==> src/rtl/lcfb_pkg.sv <==
`timescale 1ns / 1ps
`default_nettype none
// ----------------------------------------------------------------------------
// Locomotive command frame builder package
// Shared types and byte constants for the command frame builder.
// ----------------------------------------------------------------------------
package lcfb_pkg;

    // Request kinds.
    localparam logic [3:0] REQ_ESTOP   = 4'd0;
    localparam logic [3:0] REQ_SPEED   = 4'd1;
    localparam logic [3:0] REQ_FUNC_G1 = 4'd2;
    localparam logic [3:0] REQ_FUNC_G2 = 4'd3;
    localparam logic [3:0] REQ_FUNC_G3 = 4'd4;
    localparam logic [3:0] REQ_STATE_G1 = 4'd5;
    localparam logic [3:0] REQ_STATE_G2 = 4'd6;
    localparam logic [3:0] REQ_STATE_G3 = 4'd7;
    localparam logic [3:0] REQ_F13_F20 = 4'd8;

    // Frame bytes.
    localparam logic [7:0] HDR_ESTOP      = 8'h92;
    localparam logic [7:0] HDR_LONG       = 8'hE4;
    localparam logic [7:0] ADDR_LONG_MARK = 8'hC0;
    localparam logic [13:0] SHORT_ADDR_MAX = 14'd99;
    localparam logic [7:0] DIR_FORWARD    = 8'h80;
    localparam logic [7:0] ESTOP_CODE     = 8'h01;
    localparam logic [7:0] ID_SPEED_BASE  = 8'h10;
    localparam logic [7:0] ID_FUNC_BASE   = 8'h1F;
    localparam logic [7:0] ID_STATE_BASE  = 8'h23;
    localparam logic [7:0] ID_F13_F20     = 8'hF3;

    // Byte counts, checksum included.
    localparam logic [2:0] COUNT_ESTOP = 3'd4;
    localparam logic [2:0] COUNT_LONG  = 3'd6;

    typedef struct packed {
        logic [3:0]  req_type;
        logic [13:0] loco_address;
        logic [1:0]  speed_mode;
        logic [6:0]  speed_value;
        logic        estop_flag;
        logic        forward_flag;
        logic [20:0] function_on;
        logic [12:0] function_momentary;
    } t_req;

    typedef struct packed {
        logic [7:0] out_byte;
        logic       last_byte;
    } t_result;

    typedef logic [5:0][7:0] t_frame_bytes;

    typedef struct packed {
        logic         valid;
        logic [2:0]   count;
        t_frame_bytes bytes;
    } t_frame;

endpackage
`default_nettype wire

==> src/rtl/lcfb_frame_encode.sv <==
`timescale 1ns / 1ps
`default_nettype none
// ----------------------------------------------------------------------------
// Frame encoder
// Builds the complete frame, checksum included, for one registered request.
// ----------------------------------------------------------------------------
module lcfb_frame_encode (
    input  var lcfb_pkg::t_req   i_req,
    output lcfb_pkg::t_frame     o_frame
);

    function automatic logic [7:0] speed_byte(logic [1:0] mode, logic [6:0] step,
                                              logic estop, logic fwd);
        logic [6:0] lim;
        logic [6:0] s;
        logic [4:0] v;
        logic [7:0] code;
        case (mode)
            2'd0:    lim = 7'd14;
            2'd1:    lim = 7'd27;
            2'd2:    lim = 7'd28;
            default: lim = 7'd126;
        endcase
        s    = (step > lim) ? lim : step;
        v    = 5'(s + 7'd3);
        code = '0;
        if (estop) begin
            code = lcfb_pkg::ESTOP_CODE;
        end else if (s != 7'd0) begin
            if (mode == 2'd1 || mode == 2'd2) begin
                // 28 step layout: lowest bit of the value goes to bit 4.
                code = {3'b000, v[0], v[4:1]};
            end else begin
                code = {1'b0, 7'(s + 7'd1)};
            end
        end
        if (fwd) begin
            code = code | lcfb_pkg::DIR_FORWARD;
        end
        return code;
    endfunction

    function automatic logic [7:0] group_bits(logic [12:0] f, logic [1:0] group);
        logic [7:0] b;
        case (group)
            2'd1:    b = {3'b000, f[0], f[4:1]};
            2'd2:    b = {4'b0000, f[8:5]};
            default: b = {4'b0000, f[12:9]};
        endcase
        return b;
    endfunction

    logic [7:0] addr_hi;
    logic [7:0] addr_lo;
    logic [7:0] ident;
    logic [7:0] payload;
    logic       long_frame;
    logic       known;

    always_comb begin
        addr_lo = i_req.loco_address[7:0];
        if (i_req.loco_address <= lcfb_pkg::SHORT_ADDR_MAX) begin
            addr_hi = 8'h00;
        end else begin
            addr_hi = lcfb_pkg::ADDR_LONG_MARK | {2'b00, i_req.loco_address[13:8]};
        end

        ident      = '0;
        payload    = '0;
        long_frame = 1'b1;
        known      = 1'b1;
        unique case (i_req.req_type) inside
            lcfb_pkg::REQ_ESTOP: begin
                long_frame = 1'b0;
            end
            lcfb_pkg::REQ_SPEED: begin
                ident   = lcfb_pkg::ID_SPEED_BASE | {6'd0, i_req.speed_mode};
                payload = speed_byte(i_req.speed_mode, i_req.speed_value,
                                     i_req.estop_flag, i_req.forward_flag);
            end
            lcfb_pkg::REQ_FUNC_G1, lcfb_pkg::REQ_FUNC_G2, lcfb_pkg::REQ_FUNC_G3: begin
                ident   = 8'(lcfb_pkg::ID_FUNC_BASE + {4'd0, i_req.req_type} - 8'd1);
                payload = group_bits(i_req.function_on[12:0],
                                     2'(i_req.req_type - lcfb_pkg::REQ_ESTOP - 4'd1));
            end
            lcfb_pkg::REQ_STATE_G1, lcfb_pkg::REQ_STATE_G2, lcfb_pkg::REQ_STATE_G3: begin
                ident   = 8'(lcfb_pkg::ID_STATE_BASE + {4'd0, i_req.req_type} - 8'd4);
                payload = group_bits(i_req.function_momentary,
                                     2'(i_req.req_type - 4'd4));
            end
            lcfb_pkg::REQ_F13_F20: begin
                ident   = lcfb_pkg::ID_F13_F20;
                payload = i_req.function_on[20:13];
            end
            default: begin
                known = 1'b0;
            end
        endcase

        o_frame.valid = known;
        if (long_frame) begin
            o_frame.count    = lcfb_pkg::COUNT_LONG;
            o_frame.bytes[0] = lcfb_pkg::HDR_LONG;
            o_frame.bytes[1] = ident;
            o_frame.bytes[2] = addr_hi;
            o_frame.bytes[3] = addr_lo;
            o_frame.bytes[4] = payload;
            o_frame.bytes[5] = lcfb_pkg::HDR_LONG ^ ident ^ addr_hi ^ addr_lo ^ payload;
        end else begin
            o_frame.count    = lcfb_pkg::COUNT_ESTOP;
            o_frame.bytes[0] = lcfb_pkg::HDR_ESTOP;
            o_frame.bytes[1] = addr_hi;
            o_frame.bytes[2] = addr_lo;
            o_frame.bytes[3] = lcfb_pkg::HDR_ESTOP ^ addr_hi ^ addr_lo;
            o_frame.bytes[4] = 8'h00;
            o_frame.bytes[5] = 8'h00;
        end
    end

endmodule
`default_nettype wire

==> src/rtl/lcfb_byte_serializer.sv <==
`timescale 1ns / 1ps
`default_nettype none
// ----------------------------------------------------------------------------
// Byte serialiser
// Holds one built frame and shifts it out, one byte per cycle.
// ----------------------------------------------------------------------------
module lcfb_byte_serializer (
    input  var logic              i_clk,
    input  var logic              i_rst_n,
    input  var logic              i_load,
    input  var lcfb_pkg::t_frame  i_frame,
    output logic                  o_ready,
    output logic                  o_strobe,
    output lcfb_pkg::t_result     o_result
);

    lcfb_pkg::t_frame_bytes r_bytes;
    lcfb_pkg::t_frame_bytes n_bytes;
    logic [2:0]             r_left;
    logic [2:0]             n_left;

    // A new frame may enter while the final byte of the current one is shown.
    assign o_ready = (r_left == 3'd0) || (r_left == 3'd1);

    always_comb begin
        if (i_load) begin
            n_bytes = i_frame.bytes;
            n_left  = i_frame.count;
        end else begin
            n_bytes = r_bytes >> 8;
            n_left  = (r_left == 3'd0) ? 3'd0 : 3'(r_left - 3'd1);
        end
    end

    always_ff @(posedge i_clk) begin
        if (!i_rst_n) begin
            r_left <= '0;
        end else begin
            r_left <= n_left;
        end
        r_bytes <= n_bytes;
    end

    assign o_strobe           = (r_left != 3'd0);
    assign o_result.out_byte  = r_bytes[0];
    assign o_result.last_byte = (r_left == 3'd1);

endmodule
`default_nettype wire

==> src/rtl/loco_command_frame_builder.sv <==
`timescale 1ns / 1ps
`default_nettype none
// ----------------------------------------------------------------------------
// Locomotive command frame builder
// Turns one locomotive command request into its command frame bytes.
// ----------------------------------------------------------------------------
//
//  Channel  | Handshake            | Payload           | Transaction
//  ---------+----------------------+-------------------+----------------------------
//  request  | start in, busy out   | i_req (t_req)     | start high while busy is low
//  result   | o_strobe out         | o_result          | every cycle with o_strobe
//
//  A request transaction is held in the request register while the encoder
//  builds the whole frame and its checksum. The frame then loads into the
//  serialiser, which presents one byte per cycle: four bytes for an
//  emergency stop frame and six for any other. Requests of an unknown kind
//  are dropped and produce no bytes. Reset is synchronous and clears the
//  valid flag of the request register and the byte count of the serialiser.
//  The receiver cannot stall, so busy only reflects a request waiting for
//  the serialiser to free.
//
// ----------------------------------------------------------------------------
module loco_command_frame_builder (
    input  var logic               i_clk,
    input  var logic               i_rst_n,
    input  var logic               start,
    output logic                   busy,
    input  var lcfb_pkg::t_req     i_req,
    output logic                   o_strobe,
    output lcfb_pkg::t_result      o_result
);

    // Request register: one accepted transaction waiting to be encoded.
    lcfb_pkg::t_req   r_req;
    logic             r_req_valid;
    logic             n_req_valid;

    lcfb_pkg::t_frame w_frame;
    logic             w_ser_ready;
    logic             w_advance;
    logic             w_load;

    lcfb_frame_encode u_encode (
        .i_req   (r_req),
        .o_frame (w_frame)
    );

    // A request leaves the register when its frame is taken by the serialiser,
    // or at once when its kind is unknown and it yields no frame.
    assign w_advance = r_req_valid && (!w_frame.valid || w_ser_ready);
    assign w_load    = r_req_valid && w_frame.valid && w_ser_ready;
    assign busy      = r_req_valid && !w_advance;

    always_comb begin
        if (start && !busy) begin
            n_req_valid = 1'b1;
        end else if (w_advance) begin
            n_req_valid = 1'b0;
        end else begin
            n_req_valid = r_req_valid;
        end
    end

    always_ff @(posedge i_clk) begin
        if (!i_rst_n) begin
            r_req_valid <= 1'b0;
        end else begin
            r_req_valid <= n_req_valid;
        end
        if (start && !busy) begin
            r_req <= i_req;
        end
    end

    lcfb_byte_serializer u_serializer (
        .i_clk    (i_clk),
        .i_rst_n  (i_rst_n),
        .i_load   (w_load),
        .i_frame  (w_frame),
        .o_ready  (w_ser_ready),
        .o_strobe (o_strobe),
        .o_result (o_result)
    );

endmodule
`default_nettype wire
==> config.mk <==
export PLATFORM = sky130hd
export DESIGN_NAME = loco_command_frame_builder
export DESIGN_NICKNAME = d
export VERILOG_FILES = /design/src/rtl/lcfb_pkg.sv /design/src/rtl/lcfb_frame_encode.sv /design/src/rtl/lcfb_byte_serializer.sv /design/src/rtl/loco_command_frame_builder.sv
export SDC_FILE = /design/constraint.sdc
export NUM_CORES = 1
export LEC_CHECK = 0
export BUFFER_PORTS_ARGS = -buffer_cell sky130_fd_sc_hd__buf_2
export CAP_MARGIN = 0
export CORE_ASPECT_RATIO = 0.9
export CORE_MARGIN = 4
export CORE_UTILIZATION = 58
export DETAILED_ROUTE_END_ITERATION = 7
export GPL_TIMING_DRIVEN = 0
export PLACE_DENSITY_LB_ADDON = 0.15
export SYNTH_ARGS = -nofsm -noshare
export SYNTH_HDL_FRONTEND = slang
export SYNTH_HIERARCHICAL = 1
export SYNTH_SLANG_ARGS = --single-unit
==> constraint.sdc <==
create_clock -name i_clk -period 6.1 [get_ports i_clk]
set_input_delay 0.61 -clock i_clk [delete_from_list [all_inputs] [get_ports i_clk]]
set_output_delay 0.61 -clock i_clk [all_outputs]
set_load 0.05 [all_outputs]
# Yosys cells after proc, flatten, opt, wreduce, memory -nomap -nowiden
# Cells that the tools add are included.
[op_classes] multipliers=0 eq_ne=15 div_mod_pow=0 magnitude_cmp=2 n_shift=0 bitwise=7 add_sub_neg=9 muxes=19 n_reduce_logical=21
[ops] operator="$pmux 8 s4" n=2
[ops] operator="$mux 50" n=1
[ops] operator="$mux 40" n=1
[ops] operator="$mux 8" n=4
[ops] operator="$xor 8x8->8" n=4
[ops] operator="$mux 7" n=3
[ops] operator="$pmux 7 s3" n=1
[ops] operator="$pmux 5 s2" n=2
[ops] operator="$eq 4x3->1 const B" n=4
[ops] operator="$le 14x7->1 const B" n=1
[ops] operator="$reduce_or 9->1" n=1
[ops] operator="$eq 4x2->1 const B" n=2
[ops] operator="$sub 8x1->8 const B" n=1
[ops] operator="$sub 8x3->8 const B" n=1
[ops] operator="$add 6x4->7 const A" n=1
[ops] operator="$add 7x1->7 const B" n=1
[ops] operator="$gt 7x7->1" n=1
[ops] operator="$reduce_bool 7->1" n=1
[ops] operator="$add 5x4->6 const A" n=1
[ops] operator="$eq 2x1->1 const B" n=3
[ops] operator="$eq 2x2->1 const B" n=3
[ops] operator="$mux 3" n=2
[ops] operator="$reduce_or 3->1" n=2
[ops] operator="$add 5x2->5 const B" n=1
[ops] operator="18 further kinds" n=29
[word_totals] latchBits=0 output_inout_bits=11 romBits=0 in_bits=66 n_memories=0 reg_bits=115 ram_bits=0 wordCells=89

# Longest topological paths before layout
[logic_depth] word_depth=14 depth_mapped=17 ltp_nobuf=16

# Modules after synthesis
# The synthesis kept the hierarchy.
[modules_own_cells] mod="lcfb_frame_encode" cells_each=330 instances=1 seq_area_each_um2=0.0 area_each_um2=2275.9
[modules_own_cells] mod="loco_command_frame_builder" cells_each=68 instances=1 seq_area_each_um2=1911.8 area_each_um2=1940.6
[modules_own_cells] mod="lcfb_byte_serializer" cells_each=129 instances=1 seq_area_each_um2=1021.0 area_each_um2=1905.6

# Worst setup path after synthesis
# OpenSTA, ideal clock, no wires.
[synth_timing] path_kind="reg-to-reg" from="register r_req[60] (netlist name)" to="register r_req[0] (netlist name), enable pin" required_ps=5610 stages_incl_launch_ff=10 synth_period_minus_slack_ps=5285 n_path_buf=2 arrival_time_ps=4794 slack_ps=815 setup_time_ps=490 cell_sequence="edfxtp_1 > inv_1 > ha_1 > buf_2 > nor3_1 > or2_2 > nand4_1 > buf_4 > and3b_1 > nor2b_1"
[synth_via] elab_chain_cells=10 elab_cells_between_ends=18 cone_classes="eq/ne (8); mux (1); reduce/logical (9)"
[synth_rtl] element="from (decl)" line="loco_command_frame_builder.sv:34" text="lcfb_pkg::t_req r_req;"
[synth_rtl] element="from (signal assigned)" line="loco_command_frame_builder.sv:71" text="r_req <= i_req;"
[synth_rtl] element="$eq 4x4->1 (no line), or another cell as far along"
[synth_rtl] element="$reduce_or 9->1 (no line) (*)"
[synth_rtl] element="$mux 1 (*)" line="lcfb_frame_encode.sv:72" text="unique case (i_req.req_type) inside"
[synth_rtl] element="via u_encode.known" line="lcfb_frame_encode.sv:58" text="logic known;"
[synth_rtl] element="$logic_not 1->1 (*)" line="loco_command_frame_builder.sv:50" text="assign w_advance = r_req_valid && (!w_frame.valid || w_ser_ready);"
[synth_rtl] element="$logic_or 1x1->1 (*)" line="loco_command_frame_builder.sv:50"
[synth_rtl] element="$logic_and 1x1->1 (*)" line="loco_command_frame_builder.sv:50"
[synth_rtl] element="$logic_not 1->1 (*)" line="loco_command_frame_builder.sv:52" text="assign busy = r_req_valid && !w_advance;"
[synth_rtl] element="$logic_and 1x1->1 (*)" line="loco_command_frame_builder.sv:52"
[synth_rtl] element="via busy" line="loco_command_frame_builder.sv:27" text="output logic busy,"
[synth_rtl] element="$logic_not 1->1 (*)" line="loco_command_frame_builder.sv:70" text="if (start && !busy) begin"
[synth_rtl] element="$logic_and 1x1->1 (*)" line="loco_command_frame_builder.sv:70"
# The timed path passes the listed nets; every way through them passes the cells marked *.
# A chain may end at the register's enable or synchronous reset.

# Worst setup path after layout
[layout_timing] from="register r_req[44] (netlist name)" to="register u_serializer/r_bytes[41] (netlist name)"
[layout_via] elab_chain_cells=12 elab_cells_between_ends=20 cone_classes="add/sub (2); order compare (1); eq/ne (2); mux (9); bitwise (3); reduce/logical (3)"
[layout_rtl] element="$eq 2x2->1, or another cell as far along" line="lcfb_frame_encode.sv:18, lcfb_frame_encode.sv:30"
[layout_rtl] element="$pmux 7 s3" line="lcfb_frame_encode.sv:18" text="case (mode)"
[layout_rtl] element="$mux 7" line="lcfb_frame_encode.sv:72"
[layout_rtl] element="$gt 7x7->1" line="lcfb_frame_encode.sv:24" text="s = (step > lim) ? lim : step;"
[layout_rtl] element="$mux 7" line="lcfb_frame_encode.sv:24"
[layout_rtl] element="$add 7x1->7 or $add 5x2->5 (tied branches)" line="lcfb_frame_encode.sv:34, lcfb_frame_encode.sv:25"
[layout_rtl] element="$mux 7" line="lcfb_frame_encode.sv:30" text="if (mode == 2'd1 || mode == 2'd2) begin"
[layout_rtl] element="$mux 8" line="lcfb_frame_encode.sv:29" text="end else if (s != 7'd0) begin"
[layout_rtl] element="$mux 8" line="lcfb_frame_encode.sv:27" text="if (estop) begin"
[layout_rtl] element="$mux 8" line="lcfb_frame_encode.sv:37" text="if (fwd) begin"
[layout_rtl] element="$pmux 8 s4" line="lcfb_frame_encode.sv:72"
[layout_rtl] element="$xor 8x8->8 (*)" line="lcfb_frame_encode.sv:108" text="o_frame.bytes[5] = lcfb_pkg::HDR_LONG ^ ident ^ addr_hi ^ addr_lo ^ payload;"
[layout_rtl] element="to (signal assigned)" line="lcfb_byte_serializer.sv:41" text="r_bytes <= n_bytes;"
[layout_rtl] element="to (decl)" line="lcfb_byte_serializer.sv:17" text="lcfb_pkg::t_frame_bytes r_bytes;"
# Mark *: on every way between the ends. The rest lies on a longest branch, timed or not. The select of a mux whose other input is x is not followed.

==> metrics <==
first-pass GRT wire length=21.6 mm; # DRC=0; clock root buffer=clkbuf_16; Final Cycle Share=0.634; share of cells above drive strength 1=0.336; Setup-failing EPs final=0; Yosys reg bits=115; ANT nets after route=0; R2R cell count=15; worst hold path class=in2reg; grt met2 use=0.357; worst hold start=i_req[45]; Pre-Repair DR Iteration Count=5; Worst Path Arrival=4.17 ns; RR Startpoint=r_req[44]$_DFFE_PP_; leading area contributor after synthesis=edfxtp_1; Core Util, Final=0.708; GRT Max-Usage Layer=met2; pre-CTS setup slack=2.27 ns; RSZ-0062 raised after global routing=no; H-Tree Depth=4; outcome=finished clean; Tmin final=3.87 ns; synth-to-layout area growth=19.0%; drt wl/cell=17.5 um; Fmax=258 MHz; GP Congestion=0.884; clock slew at reported path FFs=0.06 ns; final hold slack=0.370 ns; register area share after synthesis=0.479; Rel. slew slack=0.448; antenna violations before repair=0; max-slew violation count=0; Hold Crit Depth=1; setup TNS=0 ns; Ys Warns=6; slowest stage delay, CP=0.44 ns; startpoint types=flop; area of the mapped netlist=6120 um^2; synth top area cells=edfxtp_1 31%, dfxtp_1 17%, mux2_4 9.1%; top cells by count, synth=63 x edfxtp_1, 52 x dfxtp_1, 48 x nand2_1; largest net degree at the start of global routing=39; worst reg2reg endpoint=u_serializer/r_bytes[41]$_SDFF_PN0_; CTS tree=done; die height=105 um; post-layout net count=713; Hold Buf Count CTS=0; Worst Skew=0.00757 ns; row count=35; dpl cell area=6700 um^2; Syn Area/Cell=11.6 um^2; Worst-Skew Late Latency=0.41 ns; fillers=762; routed vias/inst=5.71; Critical Path RT=6.40 ns; Detail Placement HPWL=9.67 mm; core area=10300 um^2; Async SR Flop Fraction=0; GRT met1 Usage=0.301; R2R Setup Slk=2.23 ns; hold endpoint=r_req[45]$_DFFE_PP_; IO Port Bufs=76; cell mode on critical path=ha_1; Initial Util=0.595; final worst slack=2.23 ns; WL final=13.4 mm; crit path max fanout=5; final instance area=7280 um^2; cells along the critical path=inv_1, ha_1, ha_1, a21o_2, o211a_1, nor2_1, nand2_1, o21ai_0, inv_1, ha_1, or3_1, a31o_1, or3_1, and3_1, and2_1; diode count=0; Fin. Hold Viols=0; Die Span X=116 um; Yosys cell types=86; CTS sink cnt=115; Cells after Synth=527; count leader, synth=edfxtp_1; Post-synth EDFFs=63; Synth top area share=0.309; Crit Path Class=reg2reg; Resize count post-CTS=0; Max clock buf depth=2; Setup Buffers After CTS=0; grt ovf=0; met3 Use GR=0.0723; top_reg_cell synth=edfxtp_1; num ports=77; max cap viols=0; Die ar.=12300 um^2; Cell Pwr Density=312 nW/um^2; DR vias=4382; Iter 0 DRT Violations=312; maximum VDD drop=0.000363 V; Leak Pwr=0.00304 uW; vias in the first global route=4473; slew of the pin with the lowest slew margin=0.827 ns; crit path capture type=flop; Slowest-stage cell, CP=edfxtp_1; GRT Overall Usage=0.230; Num CTS Buffers=17
[routing by layer]
layer | wire (um) | vias to the layer above
met4 | 269 | 0
met5 | 0 | -
met1 | 5880 | 2101
li1 | - | 2102
met3 | 894 | 21
met2 | 6370 | 158
[metrics by stage]
step | power [uW] | cells
2_1_floorplan | 1220 | 530
3_3_place_gp | 1300 | 735
3_5_place_dp | 1310 | 736
4_1_cts | 2280 | 768
5_1_grt | 2360 | 768
6_report | 2270 | 768
[cell usage in the layout, fill, tap and decap left out, types with 3 or more instances in the layout]
cell type / netlist / routed
inv_6: 0 / 5
a22oi_1: 8 / 8
buf_6: 5 / 5
o31ai_1: 7 / 7
ha_1: 21 / 21
inv_1: 14 / 14
or2_2: 3 / 3
mux2_2: 4 / 4
o21a_1: 5 / 5
clkbuf_1: 5 / 5
xor2_1: 5 / 5
nor2_1: 33 / 33
conb_1: 2 / 5
nand2_1: 48 / 48
a211oi_1: 5 / 5
xnor2_1: 18 / 18
or3_1: 4 / 4
buf_12: 4 / 5
and3_1: 5 / 5
o21ai_0: 15 / 15
mux2i_1: 5 / 5
nand3_1: 10 / 10
and2_1: 14 / 14
clkinvlp_4: 0 / 4
mux2_4: 37 / 37
a31oi_1: 3 / 3
dfxtp_1: 52 / 52
a21oi_1: 26 / 26
clkbuf_16: 0 / 17
edfxtp_1: 63 / 63
buf_4: 20 / 20
buf_2: 3 / 79
a21o_2: 3 / 3
nand2b_1: 5 / 5
nor3_1: 10 / 10
[cells by family after synthesis]
logic type,Yosys count,share of synthesized area
AND/OR/NAND/NOR,159,0.139
flip-flops,115,0.479
AO/OA/AOI/OAI,105,0.130
buffers and inverters,54,0.0644
multiplexers,47,0.109
XOR/XNOR,24,0.0356
adder cells (fa/ha/maj),21,0.0429
other,2,0.00123
[worst max path at each step]
stage                                    from                                   to  slack (ns)  cells after the start
after global placement    r_req[60]$_DFFE_PP_                  r_req[41]$_DFFE_PP_       -0.28                      9
after CTS                 r_req[44]$_DFFE_PP_  u_serializer/r_bytes[41]$_SDFF_PN0_        2.25                     15
after detailed placement  r_req[44]$_DFFE_PP_  u_serializer/r_bytes[41]$_SDFF_PN0_        2.27                     15
after global routing      r_req[44]$_DFFE_PP_  u_serializer/r_bytes[41]$_SDFF_PN0_        1.98                     15
final                     r_req[44]$_DFFE_PP_  u_serializer/r_bytes[41]$_SDFF_PN0_        2.23                     15
after floorplan           r_req[60]$_DFFE_PP_                   r_req[0]$_DFFE_PP_        0.82                      9
[state kept, by name (all words and copies together), names as in the netlist]
name                   cells
u_serializer/o_result      8
r_req_valid                1
u_serializer/r_bytes      40
r_req                     63
u_serializer/r_left        3
[report_power, final]
group	switching, uW	internal (uW)	leakage (uW)
sequential	27.6	884	0.00104
combinational	206	179	0.00173
clock	370	604	0.000275
total	603	1670	0.00304
[worst max-delay path: cells and delay by family (launching register included)]
| kind | cells | cell delay (ns) |
|---|---|---|
| AO/OA/AOI/OAI | 4 | 0.96 |
| buffers and inverters | 2 | 0.19 |
| flip-flops | 1 | 0.44 |
| AND/OR/NAND/NOR | 6 | 1.33 |
| adder cells (fa/ha/maj) | 3 | 0.85 |
[area by class of cell]
cell class	count	area, um^2	area share
tap	129	161	0.0222
sequential	115	2930	0.403
buffer	40	342	0.0469
inverter	14	52.6	0.00721
clock inverter	15	156	0.0215
multi-input combinational	361	2810	0.386
timing repair buffer	77	400	0.0550
clock buffer	17	425	0.0584
Power figures use the tool's default switching activity.
